===== src/design/bss_pkg.sv =====
// ----------------------------------------------------------------------------
// bss_pkg
// shared widths, result codes and helpers of the box submersion sampler
// ----------------------------------------------------------------------------
package bss_pkg;

    localparam int XW             = 32;
    localparam int PW             = 35;
    localparam int DVW            = PW + 1;
    localparam int QW             = DVW + 16;
    localparam int RW             = 3;
    localparam int FW             = 17;
    localparam int DIVISIONS_DEF  = 4;

    localparam logic [1:0] SIT_OUT  = 2'd0;
    localparam logic [1:0] SIT_PART = 2'd1;
    localparam logic [1:0] SIT_FULL = 2'd2;

    function automatic int lat_div(input int n);
        lat_div = (n > 1) ? n - 1 : 1;
    endfunction

endpackage


===== src/design/bss_adiv.sv =====
// ----------------------------------------------------------------------------
// bss_adiv
// two-stage floor division of the nine axis components by the lattice step
// ----------------------------------------------------------------------------
module bss_adiv #(
    parameter int DIVISIONS = bss_pkg::DIVISIONS_DEF,
    parameter int SBW       = 1
) (
    input  logic                              i_clk,
    input  logic                              i_rst_n,
    input  logic                              i_en,
    input  logic                              i_valid,
    input  logic signed [bss_pkg::XW-1:0]     i_x [9],
    input  logic [SBW-1:0]                    i_sb,
    output logic                              o_valid,
    output logic signed [bss_pkg::XW-1:0]     o_q [9],
    output logic [bss_pkg::RW-1:0]            o_r [9],
    output logic [SBW-1:0]                    o_sb
);

    localparam int D  = bss_pkg::lat_div(DIVISIONS);
    localparam int MW = 36;
    localparam int SH = 35;
    localparam int RW = bss_pkg::RW;
    localparam logic [MW-1:0] RECIP = MW'(((64'd1 << SH) + 64'(D) - 64'd1) / 64'(D));
    localparam logic [31:0]   QB    = 32'((64'd1 << 31) / 64'(D));
    localparam logic [RW:0]   RB    = (RW+1)'((64'd1 << 31) % 64'(D));

    logic [67:0]     r_prod [9];
    logic [31:0]     r_x    [9];
    logic            r_va, r_vb;
    logic [SBW-1:0]  r_sba, r_sbb;
    logic [31:0]     qx     [9];
    logic [34:0]     rx     [9];
    logic [RW:0]     rxs    [9];
    logic            lt     [9];
    logic signed [31:0] n_q [9];
    logic [RW-1:0]   n_r    [9];
    logic signed [31:0] r_q [9];
    logic [RW-1:0]   r_r    [9];

    always_comb begin
        for (int n = 0; n < 9; n++) begin
            qx[n]  = r_prod[n][SH+31:SH];
            rx[n]  = 35'(r_x[n]) - 35'(qx[n]) * 35'(D);
            rxs[n] = rx[n][RW:0];
            lt[n]  = rxs[n] < RB;
            n_q[n] = 32'(33'(qx[n]) - 33'(QB) - 33'(lt[n]));
            n_r[n] = lt[n] ? RW'(rxs[n] + (RW+1)'(D) - RB) : RW'(rxs[n] - RB);
        end
    end

    always_ff @(posedge i_clk) begin
        if (!i_rst_n) begin
            r_va <= 1'b0;
            r_vb <= 1'b0;
        end else if (i_en) begin
            r_va <= i_valid;
            r_vb <= r_va;
        end
    end

    always_ff @(posedge i_clk) begin
        if (i_en) begin
            for (int n = 0; n < 9; n++) begin
                // offset by half range so the multiply stays unsigned
                r_x[n]    <= {~i_x[n][31], i_x[n][30:0]};
                r_prod[n] <= 68'({~i_x[n][31], i_x[n][30:0]}) * 68'(RECIP);
                r_q[n]    <= n_q[n];
                r_r[n]    <= n_r[n];
            end
            r_sba <= i_sb;
            r_sbb <= r_sba;
        end
    end

    assign o_valid = r_vb;
    assign o_q     = r_q;
    assign o_r     = r_r;
    assign o_sb    = r_sbb;

endmodule


===== config.mk =====
export PLATFORM = sky130hd
export DESIGN_NAME = bss_adiv
export DESIGN_NICKNAME = d
export VERILOG_FILES = /design/src/design/bss_pkg.sv /design/src/design/bss_adiv.sv
export SDC_FILE = /design/constraint.sdc
export NUM_CORES = 2
export LEC_CHECK = 0
export BUFFER_PORTS_ARGS = -buffer_cell sky130_fd_sc_hd__clkbuf_2
export CELL_PAD_IN_SITES_DETAIL_PLACEMENT = 1
export CELL_PAD_IN_SITES_GLOBAL_PLACEMENT = 1
export CORE_AREA = 2 2 634 636
export CTS_CLUSTER_SIZE = 8
export DETAILED_ROUTE_END_ITERATION = 12
export DIE_AREA = 0 0 636 638
export PLACE_DENSITY = 0.57
export SETUP_SLACK_MARGIN = 0.4
export SKIP_CTS_REPAIR_TIMING = 1
export SYNTH_ARGS = -nofsm -noshare
export SYNTH_HDL_FRONTEND = slang
export SYNTH_SLANG_ARGS = --single-unit

===== constraint.sdc =====
create_clock -name i_clk -period 18.9 [get_ports i_clk]
set_input_delay 1.89 -clock i_clk [delete_from_list [all_inputs] [get_ports i_clk]]
set_output_delay 1.89 -clock i_clk [all_outputs]
set_load 0.1 [all_outputs]

* Yosys cells after proc, flatten, opt, wreduce, memory -nomap -nowiden
Memory sizes are Yosys's and may differ from the RTL's.
Cells that the tools add are included.
** Storage, ports and cells
- Memory bits (writable) :: 882
- Memories :: 2
- Output and inout port bits :: 317
- Bits of input ports :: 293
- Word-level logic and storage cells :: 125
- Register bits :: 319
** Cells by class
- Bitwise gates (word level) :: 9
- $add $sub $neg :: 54
- Multipliers :: 18
- $lt $le $gt $ge :: 9
- Multiplexer cells :: 11
** Memory list
- r_prod :: depth 9, bits a word 66, rd ports 9, clocked after Yosys merged registers in 0, write ports 9, line bss_adiv.sv:29 : logic [67:0] r_prod [9];
- r_x :: depth 9, bits a word 32, rd ports 9, clocked after Yosys merged registers in 0, write ports 9, line bss_adiv.sv:30 : logic [31:0] r_x [9];
** Operators with widths (number)
- multiplier 32 x 34 -> 66 bit, second input constant :: 9
- multiplier 32 x 2 -> 4 bit, second input constant :: 9
- subtractor 32 x 1 -> 32 bit :: 9
- subtractor 32 x 30 -> 32 bit, second input constant :: 9
- subtractor 3 x 2 -> 3 bit, second input constant :: 18
- less-than comparator 4 x 2 -> 1 bit, second input constant :: 9
- subtractor 4 bit :: 9
- adder 3 x 2 -> 3 bit, second input constant :: 9
- two-way mux 3 bit :: 9
- inverter 1 bit :: 9
- two-way mux 1 bit :: 2

* Depth between registers and ports, before layout
An unclocked memory read counts as a cell.
- Word-level depth :: 6
- Gate-level depth with buffers :: 28
- Mapped depth without buffers :: 28

* Worst setup path after synthesis
Ideal clock, no wire load.
- Path type :: input-to-reg
- Start :: input port i_x[104] (netlist bit)
- End :: memory r_prod[0][394] (netlist bit) (data pin)
- Path buffers :: 0
- Library setup time :: 262 ps
- Cell stages on the path :: 25
- Data arrival time :: 8956 ps
- Setup slack :: 9681 ps
- Data required time :: 18638 ps
- Cells stage by stage :: ha_1 > inv_1 > fa_1 > inv_1 > fa_1 > inv_1 > fa_1 > fa_1 > inv_1 > fa_1 > inv_1 > fa_1 > fa_1 > inv_1 > ha_1 > a21o_1 > a221o_1 > a211o_1 > o41ai_4 > o41ai_4 > a221oi_2 > a31oi_1 > a41oi_1 > a21boi_1 > xor2_1
** RTL lines
- start: declaration :: line bss_adiv.sv:13 : input logic signed [bss_pkg::XW-1:0] i_x [9],
- end: declaration :: line bss_adiv.sv:29

==> impl_metrics.py <==
metrics = {
    "outcome": {
        "outcome": "finished, final reports clean",
    },
    "sta": {
        "whs_ns": 0.429,
        "drv_slew": 0,
        "tightest_slew_ns": 1.02,
        "fin_worst_skew_ns": 0.0832,
        "tns_ns": 0,
        "post-route-period-util": 0.520,
        "hold_viol": 0,
        "fin_crit_ns": 9.83,
        "rsz0062_at_grt": "no",
        "maxSlewHeadroom": 0.323,
        "fmax_mhz": 102,
        "setup-violations-final": 0,
    },
    "global_route": {
        "grt_pass1_wl_mm": 587,
        "top_usage_layer": "met2",
        "overflow": 0,
        "antenna_found_initial": 47,
        "use_met2": 0.330,
        "grtUsageMet1": 0.241,
        "grt_pass1_vias": 104000,
        "grt_max_degree": 78,
        "grt_usage": 0.184,
        "grt_use_met3": 0.0170,
    },
    "worst_setup_path": {
        "regToRegSetupSlack_ns": 13.10,
        "path_delay_family": "adder cells",
        "crit_path_end_kind": "register",
        "worstSetupStartpointType": "primary input",
        "cpPeakStageDelay_ns": 0.82,
        "cp.required_ns": 19.49,
        "crit_arrival_ns": 10.42,
        "worstSetupPathType": "primary input to register",
        "cp_max_fo": 5,
        "crit_slowest_cell": "fa_1",
        "timing.critical_path.buf_inv": 7,
        "path_common_cell": "fa_1",
    },
    "cells_and_area": {
        "drive_above_1_share": 0.0589,
        "post-route-util": 0.381,
        "final_area_mm2": 0.152,
        "num-nets-final": 19500,
        "area.growth.synth_to_final_pct": 9.16,
    },
    "clock_network": {
        "cts_inserted_buffers": 104,
        "cts_root_buf": "clkbuf_16",
        "cts_max_path_buffers": 4,
        "clk_pin_slew_worst_paths_ns": 0.05,
        "clock-sinks": 634,
        "cts_tree": "done",
        "clk_latency_ns": 0.89,
        "h-tree-depth": 3,
    },
    "placement": {
        "io_buffer_count": 609,
        "place_area_mm2": 0.149,
        "hpwl_mm": 329,
        "gp_congestion": 0.870,
    },
    "route": {
        "wl_mm": 361,
        "wl_per_cell_um": 18.8,
        "via_per_inst": 4.70,
        "drc_errors": 0,
        "final_antenna_net_count": 0,
        "drt_first_iter_violations": 2718,
        "vias": 90500,
        "firstDrtPassIters": 5,
    },
    "die": {
        "die_w_um": 636,
        "fp-row-count": 232,
        "ios": 610,
        "start_util": 0.349,
        "dieArea_mm2": 0.406,
        "core_mm2": 0.399,
        "die_y_um": 638,
    },
    "yosys": {
        "ys_seq_elements": 634,
        "synth.avg_cell_area_um2": 10.5,
        "yosys_warnings": 0,
        "synth_flop_cell": "edfxtp_1",
        "syn_inst": 13200,
        "synthesis.area_mm2": 0.139,
        "async_flop_share": 0,
        "yosys.cell_types.count": 98,
        "synth_nets": 18800,
        "synth_edf_count": 632,
        "yosysSeqAreaShare": 0.137,
    },
    "hold_path": {
        "worst_hold_path_type": "register to register",
    },
    "flow_run": {
        "maxCapViolCount": 0,
    },
}
-- logic make-up (layout without fill, tap and decap cells) --
family / after synthesis / count (layout) / share of synthesized area
XOR/XNOR: 587 / 587 / 0.0370
multiplexers: 3 / 3 / 0.000216
buffers and inverters: 3833 / 4590 / 0.104
adder cells (fa/ha/maj): 5317 / 5317 / 0.601
AND/OR/NAND/NOR: 1238 / 1238 / 0.0441
other: 0 / 8 / 0
AO/OA/AOI/OAI: 1611 / 1611 / 0.0774
flip-flops: 634 / 634 / 0.137
-- path summary, 6_finish.rpt --
check,depth (start not counted),start,end
setup / recovery,27,i_x[266],r_prod[0][62]
hold / removal,0,r_sba,o_sb
setup reg to reg,23,r_prod[0][167],o_q[223]
hold reg to reg,0,r_sba,o_sb
-- area by class of cell --
class | count | area (um^2)
diodes | 8 | 20.0
clock buffers | 126 | 2690
clock inverters | 27 | 358
fillers | 44900 | 247000
inverters | 3815 | 14300
multi-input cells | 8756 | 106000
flip-flops and latches | 634 | 19000
well taps | 5265 | 6590
repair buffers | 622 | 3160
-- layout by cell type, fill, tap and decap left out, types with 29 or more instances in the layout --
master,instances
a211oi_1,52
o21a_1,58
o211ai_1,29
a31oi_1,61
o21ai_0,201
nand3_1,95
nor2_1,320
clkbuf_16,104
a21oi_1,469
nand4_1,101
clkbuf_2,608
ha_1,3046
xor2_1,177
xnor2_1,410
or3_1,34
o31ai_1,52
nor2b_1,74
nor3_1,87
and3_1,41
a21boi_1,33
o21ai_1,60
nand2_1,297
o21bai_1,55
nand2b_1,66
a21o_1,284
fa_1,2271
edfxtp_1,632
inv_1,3815
-- worst reg2reg max path, cell delays in order, from the launching register on --
cell and delay, ns:
edfxtp_1 0.44, ha_1 0.32, inv_1 0.10, ha_1 0.23, a21o_1 0.18, a21oi_1 0.17
xnor2_1 0.13, nor3_1 0.29, ha_1 0.20, inv_1 0.04, ha_1 0.19, inv_1 0.06
ha_1 0.19, nor2b_1 0.07, o31a_1 0.25, o31ai_1 0.32, a21boi_1 0.14, o31ai_1 0.30
a21boi_1 0.15, o31ai_1 0.35, a31oi_1 0.19, o21a_1 0.26, a31o_2 0.29, a211oi_1 0.63
-- registers in the layout (all words and copies together), names as in the netlist --
name and cells:
o_sb 1, o_valid 1, r_va 1, o_q 288, o_r 27, r_prod 279, r_x 36, r_sba 1
-- synth_stat cells (14+ instances only) --
master	n	share of area
a31oi_1	61	0.0027
nor3b_1	16	0.00086
and3_1	41	0.0018
nor2b_1	74	0.0033
a21oi_1	469	0.017
o211ai_1	29	0.0016
o31a_1	18	0.0011
ha_1	3046	0.27
xnor2_1	410	0.026
nor3_1	87	0.0031
nand2_1	297	0.0080
a21boi_0	18	0.00097
o21bai_1	55	0.0030
clkbuf_1	16	0.00043
nand3_1	95	0.0034
a211oi_1	52	0.0028
o2111ai_1	14	0.00088
a221oi_1	17	0.0011
edfxtp_1	632	0.14
nor2_1	320	0.0086
or3_1	34	0.0015
and4_1	15	0.00094
inv_1	3815	0.10
o21ai_1	60	0.0022
nand2b_1	66	0.0030
o21ai_0	201	0.0072
o31ai_1	52	0.0028
xor2_1	177	0.011
a21boi_1	33	0.0018
fa_1	2271	0.33
nand4_1	101	0.0045
o21a_1	58	0.0031
and2_1	18	0.00081
a211o_1	22	0.0014
a41oi_1	16	0.0010
a21o_1	284	0.015
-- through the flow --
step / instances / worst slack, ns
detailed placement: 19100 / 8.18
CTS: 19200 / 9.07
floorplan: 13200 / 9.68
finish: 19300 / 9.07
global route: 19300 / 8.54
global placement: 19100 / 8.35
-- per-layer routing --
layer | part of all wire | vias up
li1 | - | 43800
met1 | 0.45 | 45700
met2 | 0.50 | 782
met3 | 0.025 | 264
met4 | 0.017 | 30
met5 | 0.00047 | -
Power is left out: the tool's default activity adds up to more than one toggle a clock period on the data nets, which glitch-free logic cannot reach.
